### config.mk
export PLATFORM = sky130hd
export DESIGN_NAME = kst_sort_cell
export DESIGN_NICKNAME = d
export VERILOG_FILES = /design/src/rtl/kst_pkg.sv /design/src/rtl/kst_sort_cell.sv
export SDC_FILE = /design/constraint.sdc
export NUM_CORES = 1
export LEC_CHECK = 0
export ABC_AREA = 1
export ABC_CLOCK_PERIOD_IN_PS = 3640
export BUFFER_PORTS_ARGS = -buffer_cell sky130_fd_sc_hd__buf_2
export CAP_MARGIN = 15
export CORE_MARGIN = 8
export CORE_UTILIZATION = 43
export CTS_BUF_LIST = sky130_fd_sc_hd__clkbuf_16
export DETAILED_ROUTE_END_ITERATION = 10
export GPL_TIMING_DRIVEN = 0
export PLACE_DENSITY = 0.79
export SLEW_MARGIN = 20
export SYNTH_ARGS = -nofsm -noshare
export SYNTH_HDL_FRONTEND = slang
export SYNTH_SLANG_ARGS = --single-unit
### constraint.sdc
create_clock -name clk -period 3.64 [get_ports clk]
set_input_delay 0.728 -clock clk [delete_from_list [all_inputs] [get_ports clk]]
set_output_delay 0.728 -clock clk [all_outputs]
set_load 0.01 [all_outputs]
### src/rtl/kst_pkg.sv
`timescale 1ns / 1ps
// shared types and constants for the spanning tree block
// no dependencies
package kst_pkg;
  localparam int VTX_W = 6;
  localparam int WGT_W = 16;
  localparam int CFG_W = 7;

  typedef struct packed {
    logic [VTX_W-1:0]        src;
    logic [VTX_W-1:0]        dst;
    logic signed [WGT_W-1:0] weight;
  } edge_t;

  typedef enum logic [0:0] {
    ST_LOAD,
    ST_RUN
  } state_t;
endpackage

### src/rtl/kst_sort_cell.sv
`timescale 1ns / 1ps
// one slot of the insertion sort chain, holds one edge
// depends on kst_pkg
module kst_sort_cell (
  input  logic          clk,
  input  logic          rst_n,
  input  logic          clear,
  input  logic          ins,
  input  logic          pop,
  input  kst_pkg::edge_t new_edge,
  input  kst_pkg::edge_t prev_edge,
  input  logic          prev_valid,
  input  logic          prev_gt,
  input  kst_pkg::edge_t succ_edge,
  input  logic          succ_valid,
  output kst_pkg::edge_t edge_q,
  output logic          valid_q,
  output logic          gt
);
  import kst_pkg::*;

  edge_t edge_r, edge_nxt;
  logic  valid_r, valid_nxt;

  // greater than the incoming edge: equal weights stay ahead (stable)
  assign gt = !valid_r || (edge_r.weight > new_edge.weight);

  always_comb begin
    edge_nxt  = edge_r;
    valid_nxt = valid_r;
    if (clear) begin
      valid_nxt = 1'b0;
    end else if (ins) begin
      if (prev_gt) begin
        edge_nxt  = prev_edge;
        valid_nxt = prev_valid;
      end else if (gt) begin
        edge_nxt  = new_edge;
        valid_nxt = 1'b1;
      end
    end else if (pop) begin
      edge_nxt  = succ_edge;
      valid_nxt = succ_valid;
    end
  end

  always_ff @(posedge clk) begin
    if (!rst_n) begin
      valid_r <= 1'b0;
    end else begin
      valid_r <= valid_nxt;
    end
    edge_r <= edge_nxt;
  end

  assign edge_q  = edge_r;
  assign valid_q = valid_r;
endmodule

Yosys cells after proc, flatten, opt, wreduce, memory -nomap -nowiden
Index checks and enable logic that the tools add are counted.
{"block": "totals", "register_bits": 29, "inputBits": 92, "out_inout_bits": 30, "elab_cells": 22}
{"block": "classes", "n_lt_le_gt_ge": 1, "eq_ne": 1, "muxes": 8, "n_bitwise": 2, "n_reduce_logical": 6}
{"cell": "$mux 28", "n": 4}
{"cell": "$gt 16x16->1", "n": 1}
{"cell": "$mux 1", "n": 4}
{"cell": "$ne 3x1->1 const B", "n": 1}
{"cell": "$reduce_and 3->1", "n": 1}
{"cell": "$not 1->1", "n": 2}
{"cell": "$reduce_and 2->1", "n": 1}
{"cell": "$reduce_bool 2->1", "n": 1}
{"cell": "$reduce_or 2->1", "n": 1}
{"cell": "$logic_not 1->1", "n": 1}
{"cell": "$logic_or 1x1->1", "n": 1}

Logic depth before layout (Yosys ltp)
{"block": "depth", "word_depth": 5, "ltp_mapped": 17, "mapped_depth_nobuf": 17}

Worst setup path before layout
No wires, ideal clock.
{"block": "synth_timing", "path_type": "input-to-reg", "start": "input port new_edge[5] in the netlist's numbering", "end": "register edge_r (netlist bit edge_q[0]), enable pin", "setup_ns": 0.391, "arrival_ns": 2.452, "required_ns": 3.249, "setup_slack_ns": 0.797, "path_stages": 13, "n_path_buf": 0, "cell_sequence": "inv_1 ha_1 a21oi_1 nor2_1 nor2_1 nand2_1 nand2_1 nand2_1 nand2_1 nand2_1 nand3_2 nand2_1 nor2_2"}
{"block": "synth_between", "elab_chain_len": 4}
{"item": "start: declaration", "line_no": "kst_sort_cell.sv:10", "rtl": "input kst_pkg::edge_t new_edge,"}
{"item": "$gt 16x16->1", "line_no": "kst_sort_cell.sv:26", "rtl": "assign gt = !valid_r || (edge_r.weight > new_edge.weight);"}
{"item": "$logic_or 1x1->1", "line_no": "kst_sort_cell.sv:26"}
{"item": "$ne 3x1->1 (no source line)"}
{"item": "$reduce_and 3->1 (no source line)"}
{"item": "end signal: assignment", "line_no": "kst_sort_cell.sv:53", "rtl": "edge_r <= edge_nxt;"}
{"item": "end: declaration", "line_no": "kst_sort_cell.sv:22", "rtl": "edge_t edge_r, edge_nxt;"}
Every way passes these cells.
A chain may end at the register's enable or synchronous reset.

Worst setup path in the final report
{"block": "layout_timing", "start": "input port new_edge[3] in the netlist's numbering", "end": "register edge_r (netlist bit edge_q[0]), enable pin"}
Same word-level chain as after synthesis.

==> flow_summary.toml <==
[global_route]
antenna_found_initial = 0
grt_pass1_vias = 2228
grt_max_degree = 29
grt_overflow = 0
grt_pass1_wl_mm = 10.1
groute.usage.overall_pct = 17.4

[critical_path]
cp-start-kind = "input pin"
arrival_ps = 2670
worst_setup_path_end_kind = "register"
cp_max_fo = 28
reg2reg_slack_ps = 1050
cp.required_ps = 3530
worstReg2RegEnd = "edge_q[0]$_DFFE_PP_"
r2r-start = "edge_q[14]$_DFFE_PP_"
worstSetupPathType = "input pin to register"
r2r_cells = 11

[clocking]
clock-root-buffer = "clkbuf_16"
numClockSinks = 29
path_clk_slew_ps = 50
post_cts.repair.setup_buffers = 0
cts_tree = "yes"
ctsResizeCount = 0
clk_latency_ps = 270
cts_hold_buffers = 0
clock_path_buffers = 2
cts_buffers = 5
htree_levels = 2

[synth]
synthFlopType = "edfxtp_1"
synthAdderAreaFrac_pct = 10.3
ys_seq_area_share_pct = 44.3
synth_nets = 341
ys.warnings.count = 0
synth_top_family_by_area = "simple AND/OR/NAND/NOR gates"
synth_area_mm2 = 0.00194
synth_compound_gate_area_share_pct = 8.05
yosysTopAreaCell = "edfxtp_1"
yosys.area.top_type_share_pct = 43.3
synth.distinct_cells = 21
muxShareOfSynthArea_pct = 0
netlist_instances = 233
yosys.area_share.xor_xnor_pct = 0
synth_seq_cells = 29
synth_area_leaders = "edfxtp_1 (43%), nand2_1 (13%), nand3_1 (11%), ha_1 (10%), o211ai_1 (5.8%)"
async_flop_share_pct = 0
syn_area_per_cell_um2 = 8.33
yosysMostFrequentCell = "nand2_1"
yosys-top-cells-count = "nand2_1 (66), nand3_1 (43), edfxtp_1 (28)"
synth-simple-area-share_pct = 28.8
synth_edf_count = 28

[timing]
rsz0062_at_grt = "false"
hold_viol_final = 0
fin_crit_ps = 2780
slew_violations = 0
min_period_over_period_pct = 76.2
tns_ps = 0
slew_headroom_pct = 45.0
finalSetupViolCount = 0
tightest_slew_ps = 823
whs_ps = 618
fin_ws_ps = 865
fmaxAchievable_ghz = 0.360
clock_skew_ps = 3.40

[placement]
place_hpwl_mm = 4.94
dp_slack_ps = 595
routabilityCongestion = 0.773
dpl_cell_area_mm2 = 0.00262
io_buffer_count = 121
dp_cells = 406

[power]
p_leak_nw = 1.44
power.total_mw = 1.00
powerDensity_mw_per_mm2 = 363
ir_drop_mv = 0.256

[final_layout]
postLayoutCoreUtil_pct = 63.2
fin_cells = 414
n_antenna_cell = 0
syn2layout_area_growth_pct = 41.8
drive_gt1_share_pct = 40.3
design_area_mm2 = 0.00275
regArea_um2 = 861
multi_input_area_um2 = 921
fill_cells = 395
nets = 469

[floorplanning]
core_mm2 = 0.00435
die_y_um = 83.2
die_area_mm2 = 0.00692
chipWidth_um = 83.2
rows = 24
io_pins = 122
initial_core_util_pct = 44.6

[routing]
postRouteWirelength_mm = 6.07
route.detailed.drc = 0
firstDrtPassIters = 4
ant_nets = 0
viasPerCell = 4.94
detail_route.iter0.violations = 72
route.vias.total = 2047
routedWlPerCell_um = 14.7

[worst_hold_path]
min_path_cells = 4
hold_class = "register to register"
hp-start = "valid_q$_SDFFE_PP0P_"
hold_end = "valid_q$_SDFFE_PP0P_"

[run_status]
run_status = "complete, no violations"

[flow_run]
maxCapViolCount = 0
[worst max-delay path by stage]
stage	from	cells past startpoint	endpoint	slack [ps]
6_report	new_edge[3]	14	edge_q[0]$_DFFE_PP_	860
2_1_floorplan	new_edge[5]	13	edge_q[0]$_DFFE_PP_	800
3_3_place_gp	new_edge[3]	14	edge_q[13]$_DFFE_PP_	210
3_5_place_dp	new_edge[11]	15	edge_q[13]$_DFFE_PP_	600
4_1_cts	new_edge[3]	14	edge_q[11]$_DFFE_PP_	860
5_1_grt	new_edge[9]	15	edge_q[16]$_DFFE_PP_	640
[cells by family (layout without fill, tap and decap cells)]
| kind of cell | after synthesis | in the layout |
|---|---|---|
| DFF | 29 | 29 |
| buffers and inverters | 41 | 170 |
| adders and majority gates | 16 | 16 |
| and+or+nand+nor | 124 | 124 |
| AOI/OAI and AO/OA | 23 | 23 |
[cells in the final DEF, fill, tap and decap left out, types with 2 or more instances in the layout]
| cell | netlist | routed |
|---|---|---|
| buf_2 | 9 | 130 |
| nor2_4 | 1 | 2 |
| nor2_1 | 7 | 7 |
| clkbuf_16 | 0 | 5 |
| a21oi_1 | 5 | 5 |
| ha_1 | 16 | 16 |
| nor2_2 | 3 | 2 |
| nand3_2 | 2 | 2 |
| inv_1 | 25 | 28 |
| clkbuf_1 | 2 | 2 |
| edfxtp_1 | 28 | 28 |
| nand2_1 | 66 | 66 |
| inv_2 | 4 | 4 |
| o211ai_1 | 15 | 15 |
| nand3_1 | 43 | 43 |
[worst max-delay path, cell delays in order]
cell     delay (ps)
buf_2            80
inv_1            50
ha_1            310
a21oi_1         190
nand2_1          70
nand2_1          50
nand2_1          50
nand2_1          70
nand2_1          50
nand2_1          50
nand2_1         120
nand3_2         110
nand2_1          90
nor2_4          640
[layer usage]
layer	global-route usage, %	up-vias	wire length [µm]
li1	-	1050	-
met1	20.2	905	2580
met2	28.8	90	2880
met3	7.91	2	593
met4	3.51	0	25
met5	0	-	0
[state kept, by name, indices dropped and copies added, names as in the netlist]
name and cells:
edge_q 28, valid_q 1
[cell type report]
type / instances / share of cell area, %
Clock buffer: 5 / 4.54
Buffer: 11 / 1.91
Timing Repair Buffer: 121 / 22.0
Tap cell: 52 / 2.36
Multi-Input combinational cell: 163 / 33.4
Inverter: 30 / 4.09
Sequential cell: 29 / 31.3
Clock inverter: 3 / 0.409
[power by group]
group          internal, mW  switching, mW
logic                0.0960          0.119
registers             0.398        0.00922
clock network         0.245          0.133
Note: power is estimated with default switching activity, not from simulation.
