--- config.mk ---
export PLATFORM = sky130hd
export DESIGN_NAME = kst_vertex_cell
export DESIGN_NICKNAME = d
export VERILOG_FILES = /design/src/rtl/kst_vertex_cell.sv
export SDC_FILE = /design/constraint.sdc
export NUM_CORES = 1
export LEC_CHECK = 0
export BUFFER_PORTS_ARGS = -buffer_cell sky130_fd_sc_hd__buf_2
export CORE_AREA = 2 2 39 41
export CTS_CLUSTER_SIZE = 28
export DETAILED_ROUTE_END_ITERATION = 6
export DIE_AREA = 0 0 41 43
export GPL_TIMING_DRIVEN = 0
export PLACE_DENSITY = 0.64
export SYNTH_ARGS = -nofsm -noshare
export SYNTH_HDL_FRONTEND = slang
export SYNTH_SLANG_ARGS = --single-unit
--- constraint.sdc ---
create_clock -name clk -period 1.5 [get_ports clk]
set_clock_uncertainty 0.05 [all_clocks]
set_input_delay 0.375 -clock clk [delete_from_list [all_inputs] [get_ports clk]]
set_output_delay 0.375 -clock clk [all_outputs]
set_load 0.02 [all_outputs]
--- src/rtl/kst_vertex_cell.sv ---
`timescale 1ns / 1ps
// one vertex of the set tracker, holds the label of its component
// no dependencies
module kst_vertex_cell #(
  parameter int LW  = 6,
  parameter int IDX = 0
) (
  input  logic          clk,
  input  logic          init,
  input  logic          merge,
  input  logic [LW-1:0] from_lbl,
  input  logic [LW-1:0] to_lbl,
  output logic [LW-1:0] lbl
);
  logic [LW-1:0] lbl_r, lbl_nxt;

  always_comb begin
    lbl_nxt = lbl_r;
    if (init) begin
      lbl_nxt = LW'(IDX);
    end else if (merge && (lbl_r == from_lbl)) begin
      lbl_nxt = to_lbl;
    end
  end

  always_ff @(posedge clk) begin
    lbl_r <= lbl_nxt;
  end

  assign lbl = lbl_r;
endmodule

* Word-level counts from Yosys, hierarchy flattened
Index checks and enable logic that the tools add are counted.
Storage, ports and cells: register bits 6, bits of input ports 15, output and inout bits 6, word-level logic and storage cells 3
Cells by class: eq/ne operators 1, reductions and logical operators 1
Operators with widths (number):
- 6-bit == test | 1
- 1-bit logical AND | 1

* Logic depth before layout (Yosys ltp)
Gate-level depths: netlist of the first run.
depth after elaboration 2, gate-level depth with buffers 4, mapped depth without buffers 4

* Worst setup path after synthesis of the first run
No wires, ideal clock.
path type reg2reg, start point register lbl_r[4], in the netlist lbl[4], end point register lbl_r[0], in the netlist lbl[0], setup time 0.072 ns, arrival time 1.318 ns, required time 1.378 ns, setup slack 0.060 ns, cell stages (with the launch flop) 5, path buffers 0, clock period less this slack 1.440 ns, path through dfxtp_1 -> xnor2_1 -> nand4_1 -> nor4_4 -> mux2i_1
On the way: cells in the longest elaborated chain, start to end 2
RTL lines:
- from (decl) | RTL line 15 | logic [LW-1:0] lbl_r, lbl_nxt;
- from (signal assigned) | RTL line 27 | lbl_r <= lbl_nxt;
- 6-bit == test | RTL line 21 | end else if (merge && (lbl_r == from_lbl)) begin
- 1-bit logical AND | RTL line 21
No other way between the ends. A chain may end at the register's enable or synchronous reset.

* Worst setup path after layout of the first run
start point register lbl_r[0], in the netlist lbl[0], end point register lbl_r[4], in the netlist lbl[4]
Same word-level chain as after synthesis.

==> results.toml, run 1 <==
[detailed_routing]
vias_per_cell = 4.108
postRouteAntennaNets = 0
routed_wl_um = 659
drtIter0Drc = 0
firstDrtPassIters = 1
drc = 0
wire_per_inst_um = 8.905
vias = 304

[worst_setup_path]
cp_max_fo = 3
start_kind = "register"
cp_num_buf_inv = 1
cpMaxStageDelayCell = "dfxtp_1"
cp.required_ns = 1.62
crit_family = "simple AND/OR/NAND/NOR gates"
cpPeakStageDelay_ns = 0.32
arrival_ns = 1.42
endpoint_kind = "register"
crit_chain = "xnor2_1 > nand4_1 > nor4_4 > buf_4 > mux2i_1"
crit_type = "reg2reg"

[synthesis]
ys_types = 9
syn_nets = 48
ys_ff_latch = 6
ys_seq_area_share_pct = 34.91
synth_most_common_cell = "nand2b_1"
synth_flop_cell = "dfxtp_1"
yosysTopAreaCell = "dfxtp_1"
syn_area_um2 = 344.1
syn_avg_cell_area_um2 = 10.43
yosys_warnings = 0
syn_inst = 33
synth_area_leaders = "dfxtp_1, mux2i_1, nand2b_1"
synth-async-reset-ratio_pct = 0
synth-edff-count = 0
synth_common_cells = "nand2b_1, dfxtp_1, mux2i_1, or2b_1"
synth_top_area_share_pct = 34.91

[outcome]
outcome = "complete, no violations"

[power]
powerDensity_mw_per_mm2 = 699.3
p_leak_nw = 0.2253
ir_worst_vdd_v = 0.0003223

[sta]
period_needed_ns = 1.301
period_share_pct = 86.74
slew_viol_final = 0
setup_viol = 0
grt_setup_unrepaired = "no"
fmax_ghz = 0.7686
tightest_slew_ns = 0.3161
hold_violations = 0
max_slew_margin_pct = 78.93
fin_tns_setup_ns = 0

[placed_design]
io_buffers = 20
dp.cells = 69
finalWeightedCongestion = 0.5649
hpwl_um = 539.1

[job]
maxCapViolCount = 0

[layout]
synthToLayoutAreaGrowth_pct = 45.82
fin_nets = 75
final_core_util_pct = 36.26
instances_no_fill = 74
n_antenna_cell = 0
largest_reg_flops = 6
drive_above_1_share_pct = 44.83

[die]
start_util_pct = 24.86
die_x_um = 41
die_area_mm2 = 0.001763
die_height_um = 43
rows = 14
ios = 21
core_mm2 = 0.001384

[clocking]
ctsResizeCount = 0
numCtsBuffers = 3
cts.sinks = 6
tritoncts = "done"
cts_root_buffer = "clkbuf_4"
htree_levels = 1
cts_buffer_depth = 2
path_clk_slew_ns = 0.05
worstSkewPairLatency_ns = 0.24

[global_routing]
grt_pass1_wl_mm = 1.124
grt_max_degree = 11
grt_overflow = 0
antenna_found_initial = 0
grt_util_all_layers_pct = 9.869
grt_pass1_vias = 287

[min_path]
hp-class = "in2reg"
[kinds of logic (layout without fill, tap and decap cells)]
family / count (synthesis) / count (layout) / synth area share [%]
XOR/XNOR: 6 / 6 / 15.28
buffers and inverters: 1 / 26 / 1.090
flip-flops: 6 / 6 / 34.91
multiplexers: 6 / 6 / 17.46
AND/OR/NAND/NOR: 14 / 14 / 31.27
[power breakdown]
group          internal, mW  leakage (nW)  total [mW]  switching, mW
clock                0.0904        0.0138       0.146         0.0558
sequential            0.161        0.0483       0.161       0.000536
combinational        0.0251         0.163      0.0435         0.0184
[what timing repair did]
action	in CTS	in global routing
hold buffers	0	0
setup buffers	2	0
endpoints found under the setup margin	5	4
pin swaps	1	2
[routing by layer]
layer	GRT usage, %	share of wire, %	vias up
li1	-	-	160
met1	10.71	42	133
met2	13.75	48	11
met3	4.712	9.3	0
met4	8.000	0	0
met5	0	0	-
[layout make-up]
class / instances / area (um2)
Timing Repair Buffer: 22 / 115.1
Buffer: 1 / 3.754
Clock buffer: 3 / 22.52
Fill cell: 141 / 882.1
Tap cell: 16 / 20.02
Multi-Input combinational cell: 26 / 220.2
Sequential cell: 6 / 120.1
[tightest hold or removal path: stages]
cell,delay (ns)
buf_2,0.09
nand2b_1,0.05
mux2i_1,0.06
[stage by stage]
step | setup WS, ns | hold WS, ns | instance area (um2) | power (mW)
floorplan | 0.06024 | 0.4797 | 344.1 | 0.1852
global placement | -0.1293 | 0.4360 | 464.2 | 0.2079
detailed placement | -0.1534 | 0.4466 | 464.2 | 0.2082
CTS | 0.08680 | 0.3284 | 501.7 | 0.3631
global route | 0.03967 | 0.3355 | 501.7 | 0.3739
finish | 0.1989 | 0.3426 | 501.7 | 0.3508
[path summary, 6_finish.rpt]
| check | slack, ns | cells after the start | endpoint | from |
|---|---|---|---|---|
| hold / removal | 0.34 | 3 | lbl[2]$_SDFFE_PP0P_ | to_lbl[2] |
| hold reg to reg | 0.45 | 2 | lbl[1]$_SDFFE_PP0P_ | lbl[1]$_SDFFE_PP0P_ |
| setup / recovery | 0.20 | 5 | lbl[4]$_SDFFE_PP0P_ | lbl[0]$_SDFFE_PP0P_ |
| setup reg to reg | 0.20 | 5 | lbl[4]$_SDFFE_PP0P_ | lbl[0]$_SDFFE_PP0P_ |
[placed cells by master, fill, tap and decap left out]
cell type | synthesis | routed
clkbuf_4 | 0 | 3
nand2b_1 | 8 | 8
nor4_4 | 1 | 1
xor2_1 | 3 | 3
or2b_1 | 4 | 4
clkbuf_1 | 1 | 1
nand4_1 | 1 | 1
mux2i_1 | 6 | 6
buf_4 | 0 | 2
buf_2 | 0 | 20
xnor2_1 | 3 | 3
dfxtp_1 | 6 | 6
Note: power is estimated with default switching activity, not from simulation.
==> run 2: changes to the inputs <==
PLACE_DENSITY = 0.66   (was 0.64)
clock period = 1.1 ns   (was 1.5 ns; I/O delays follow)
==> results.toml, run 2 (synthesis gave the netlist of run 1 again) <==
[sta]
max_slew_margin_pct = 79.57
tightest_slew_ns = 0.3065
slew_viol_final = 0
setup_ws_ns = -0.2320
setup_viol = 6
fin_tns_setup_ns = -1.296
hold_violations = 0
period_needed_ns = 1.332
fmax_ghz = 0.7507
grt_setup_unrepaired = "yes"
period_share_pct = 121.1

[detailed_routing]
drc = 0
wire_per_inst_um = 9.467
drtIter0Drc = 1
routed_wl_um = 710
vias_per_cell = 4.040
postRouteAntennaNets = 0
firstDrtPassIters = 3
vias = 303

[outcome]
outcome = "finished with violations"
violations = "setup timing"

[die]
die_area_mm2 = 0.001763
die_x_um = 41
ios = 21
rows = 14
start_util_pct = 24.86
core_mm2 = 0.001384
die_height_um = 43

[worst_setup_path]
arrival_ns = 1.45
reg2reg_setup_slack_ns = -0.23
cp.required_ns = 1.22
cpMaxStageDelayCell = "dfxtp_4"
cp_num_buf_inv = 1
crit_family = "flip-flops"
endpoint_kind = "register"
cpPeakStageDelay_ns = 0.35
cp_max_fo = 3
crit_chain = "xnor2_2 > nand4_1 > nor4_4 > buf_4 > mux2i_1"
start_kind = "register"
crit_type = "reg2reg"

[layout]
largest_reg_flops = 6
fin_nets = 75
drive_above_1_share_pct = 59.32
n_antenna_cell = 0
fill_cells = 149
layout_common_cells = "buf_2, nand2b_1, mux2i_1, buf_4, or2b_1"
stdcell_area_um2 = 556.8
synthToLayoutAreaGrowth_pct = 61.82
layout_commonest_cell = "buf_2"

[clocking]
path_clk_slew_ns = 0.05
cts_hold_repair.buffers = 0
cts.sinks = 6
cts_buffer_depth = 2
worstSkewPairLatency_ns = 0.25
numCtsBuffers = 3
htree_levels = 1
cts_root_buffer = "clkbuf_4"
tritoncts = "done"

[global_routing]
antenna_found_initial = 0
grt_overflow = 0
grt_pass1_vias = 294
grt_util_all_layers_pct = 10.46
grt_max_degree = 11
grt_pass1_wl_mm = 1.159

[power]
powerDensity_mw_per_mm2 = 902.3
ir_worst_vdd_v = 0.0003426
p_leak_nw = 0.2436
power_mw = 0.5024

[placed_design]
io_buffers = 20
placed_cell_area_um2 = 476.7
hpwl_um = 543.6
finalWeightedCongestion = 0.5844

[job]
maxCapViolCount = 0

[min_path]
hp-class = "in2reg"
[run 2: changes by cell type in the layout (fill, tap and decap cells not counted), sizes merged]
cell	change
clkbuf	+1
[run 2: metrics by stage]
stage | worst slack (ns) | util [%] | std cells | hold slack (ns)
2_1_floorplan | -0.3117 | - | 33 | 0.3691
3_3_place_gp | -0.5409 | 34.45 | 69 | 0.4358
3_5_place_dp | -0.5527 | 34.45 | 69 | 0.4416
4_1_cts | -0.2510 | 38.34 | 75 | 0.2185
5_1_grt | -0.3222 | 40.24 | 75 | 0.2258
6_report | -0.2320 | 40.24 | 75 | 0.2294
[run 2: final timing paths]
check | startpoint | endpoint | cells past startpoint
worst max-delay path | lbl[4]$_SDFFE_PP0P_ | lbl[3]$_SDFFE_PP0P_ | 5
worst min-delay path | to_lbl[5] | lbl[5]$_SDFFE_PP0P_ | 3
worst max register to register | lbl[4]$_SDFFE_PP0P_ | lbl[3]$_SDFFE_PP0P_ | 5
worst min register to register | lbl[1]$_SDFFE_PP0P_ | lbl[1]$_SDFFE_PP0P_ | 2
[run 2: worst min-delay path, stage by stage]
cell	delay, ns
buf_2	0.09
nand2b_1	0.06
mux2i_1	0.06
[run 2: layout make-up]
type                            count  area (um2)  share of cell area (%)
Multi-Input combinational cell     26       242.7                   43.60
Tap cell                           16       20.02                   3.596
Timing Repair Buffer               22       128.9                   23.15
Clock buffer                        4       26.28                   4.719
Sequential cell                     6       135.1                   24.27
Buffer                              1       3.754                  0.6742
[run 2: repair_timing]
item | CTS | global route
gates resized for setup | 3 | 7
setup endpoints to repair | 8 | 10
buffers inserted | 2 | 0
gates cloned | 0 | 0
hold endpoints to repair | 0 | 0
pin swaps | 3 | 1
[run 2: per-layer routing]
layer	vias up	GRT usage, %	routed length, um
met4	0	10.00	0
met3	0	4.712	67
li1	161	-	-
met5	-	0	0
met1	131	10.36	284
met2	11	15.00	358
[run 2: where the power goes]
| group | total (mW) | leakage [nW] | internal [mW] | switching (mW) |
|---|---|---|---|---|
| registers | 0.213 | 0.0523 | 0.212 | 0.000950 |
| logic | 0.0657 | 0.176 | 0.0383 | 0.0274 |
| clock network | 0.224 | 0.0150 | 0.138 | 0.0862 |
| total | 0.502 | 0.244 | 0.388 | 0.114 |
==> run 3: changes to the inputs <==
==> constraint.sdc (replaced) <==
create_clock -name clk -period 1.1 [get_ports clk]
set_clock_uncertainty 0.05 [all_clocks]
set_input_delay 0.165 -clock clk [delete_from_list [all_inputs] [get_ports clk]]
set_output_delay 0.165 -clock clk [all_outputs]
set_load 0.02 [all_outputs]
==> results.toml, run 3 (synthesis gave the netlist of run 1 again) <==
[die]
die_height_um = 43
core_mm2 = 0.001384
die_x_um = 41
ios = 21
die_area_mm2 = 0.001763
rows = 14
start_util_pct = 24.86

[layout]
largest_reg_flops = 6
seqCellArea_um2 = 132.6
synthToLayoutAreaGrowth_pct = 57.09
n_antenna_cell = 0
final_core_util_pct = 39.06
drive_above_1_share_pct = 55.93
layout_commonest_cell = "buf_2"
fill_cells = 151
multi_input_area_um2 = 242.7
layout_common_cells = "buf_2, nand2b_1, mux2i_1, or2b_1"
fin_nets = 75

[sta]
grt_setup_unrepaired = "yes"
max_slew_margin_pct = 79.43
slew_viol_final = 0
tightest_slew_ns = 0.3085
period_needed_ns = 1.329
fmax_ghz = 0.7523
setup_ws_ns = -0.2293
hold_violations = 0
period_share_pct = 120.8
setup_viol = 6

[power]
intPower_mw = 0.3875
p_sw_mw = 0.1143
power_frac_seq_pct = 42.4
ir_worst_vdd_v = 0.0003373
p_leak_nw = 0.2424
p_clk_share_pct = 44.6
swShare_pct = 22.79
powerDensity_mw_per_mm2 = 928.4
pwr-share-comb_pct = 13.0

[detailed_routing]
drc = 0
firstDrtPassIters = 3
vias_per_cell = 4.027
postRouteAntennaNets = 0
routed_wl_um = 707
drtIter0Drc = 1
vias = 302
wire_per_inst_um = 9.427

[worst_setup_path]
r2r_cells = 5
worstReg2RegEnd = "lbl[3]$_SDFFE_PP0P_"
endpoint_kind = "register"
start_kind = "register"
arrival_ns = 1.45
cp_max_fo = 3
cp-endpoint = "lbl[3]$_SDFFE_PP0P_"
r2r_start = "lbl[4]$_SDFFE_PP0P_"
crit_type = "reg2reg"
reg2reg_setup_slack_ns = -0.23
cp.required_ns = 1.22
cp-startpoint = "lbl[4]$_SDFFE_PP0P_"

[clocking]
worstSkewPairLatency_ns = 0.25
cts_buffer_depth = 2
cts.sinks = 6
numCtsBuffers = 3
htree_levels = 1
path_clk_slew_ns = 0.05
cts_root_buffer = "clkbuf_4"
tritoncts = "done"

[outcome]
violations = "setup timing"
outcome = "finished with violations"

[global_routing]
antenna_found_initial = 0
grt_util_all_layers_pct = 10.46
grt_pass1_vias = 294
grt_max_degree = 11
grt_overflow = 0
grt_pass1_wl_mm = 1.159

[min_path]
hp-class = "in2reg"

[placed_design]
hpwl_um = 543.6
io_buffers = 20
place_ws_ns = -0.5206
finalWeightedCongestion = 0.5844

[job]
maxCapViolCount = 0
-- run 3: routing by layer --
metal / track usage [%] / routed length, um / vias to the layer above
li1: - / - / 160
met1: 10.36 / 277 / 131
met2: 15.00 / 362 / 11
met3: 4.712 / 67 / 0
met4: 10.00 / 0 / 0
met5: 0 / 0 / -
-- run 3: metrics by stage --
| stage | hold slack (ns) | area [um2] | total power [mW] | cells | setup TNS [ns] |
|---|---|---|---|---|---|
| 2_1_floorplan | 0.2591 | 356.6 | 0.2455 | 33 | -1.859 |
| 3_3_place_gp | 0.3703 | 476.7 | 0.2759 | 69 | -2.959 |
| 3_5_place_dp | 0.3774 | 476.7 | 0.2767 | 69 | -3.061 |
| 4_1_cts | 0.1085 | 525.5 | 0.5106 | 75 | -1.378 |
| 5_1_grt | 0.1233 | 540.5 | 0.5332 | 75 | -1.759 |
| 6_report | 0.1194 | 540.5 | 0.5018 | 75 | -1.269 |
-- run 3: worst max-delay path: stages, from the launching register on --
cell and delay [ns]:
dfxtp_4 0.35, xnor2_2 0.13, nand4_1 0.17, nor4_4 0.18
buf_4 0.18, mux2i_1 0.18
-- run 3: what timing repair did --
| item | in CTS | in global routing |
|---|---|---|
| hold buffers | 0 | 0 |
| endpoints found under the setup margin | 6 | 6 |
| gates resized for setup | 1 | 2 |
| pin swaps | 3 | 1 |
| buffers inserted | 2 | 0 |
-- run 3: how the worst min path moves through the flow --
| stage | cells past startpoint | end | start | slack (ns) |
|---|---|---|---|---|
| after global placement | 3 | lbl[5]$_SDFFE_PP0P_ | to_lbl[5] | 0.37 |
| after global routing | 3 | lbl[2]$_SDFFE_PP0P_ | to_lbl[2] | 0.12 |
| after floorplan | 2 | lbl[5]$_SDFFE_PP0P_ | to_lbl[5] | 0.26 |
| final | 3 | lbl[5]$_SDFFE_PP0P_ | to_lbl[5] | 0.12 |
| after detailed placement | 3 | lbl[5]$_SDFFE_PP0P_ | to_lbl[5] | 0.38 |
| after CTS | 3 | lbl[5]$_SDFFE_PP0P_ | to_lbl[5] | 0.11 |
-- run 3: layout make-up --
cell class	instances	area share (%)
Multi-Input combinational cell	26	44.91
Sequential cell	6	24.54
Tap cell	16	3.704
Buffer	1	0.6944
Clock buffer	4	4.861
Timing Repair Buffer	22	21.30
-- run 3: power by group through the flow --
stage	logic (mW)	clock network (mW)	registers, mW
after floorplan	0.0276	0	0.218
after global placement	0.0592	0	0.217
after detailed placement	0.0598	0	0.217
after CTS	0.0627	0.235	0.212
after global routing	0.0725	0.248	0.212
final	0.0652	0.224	0.213
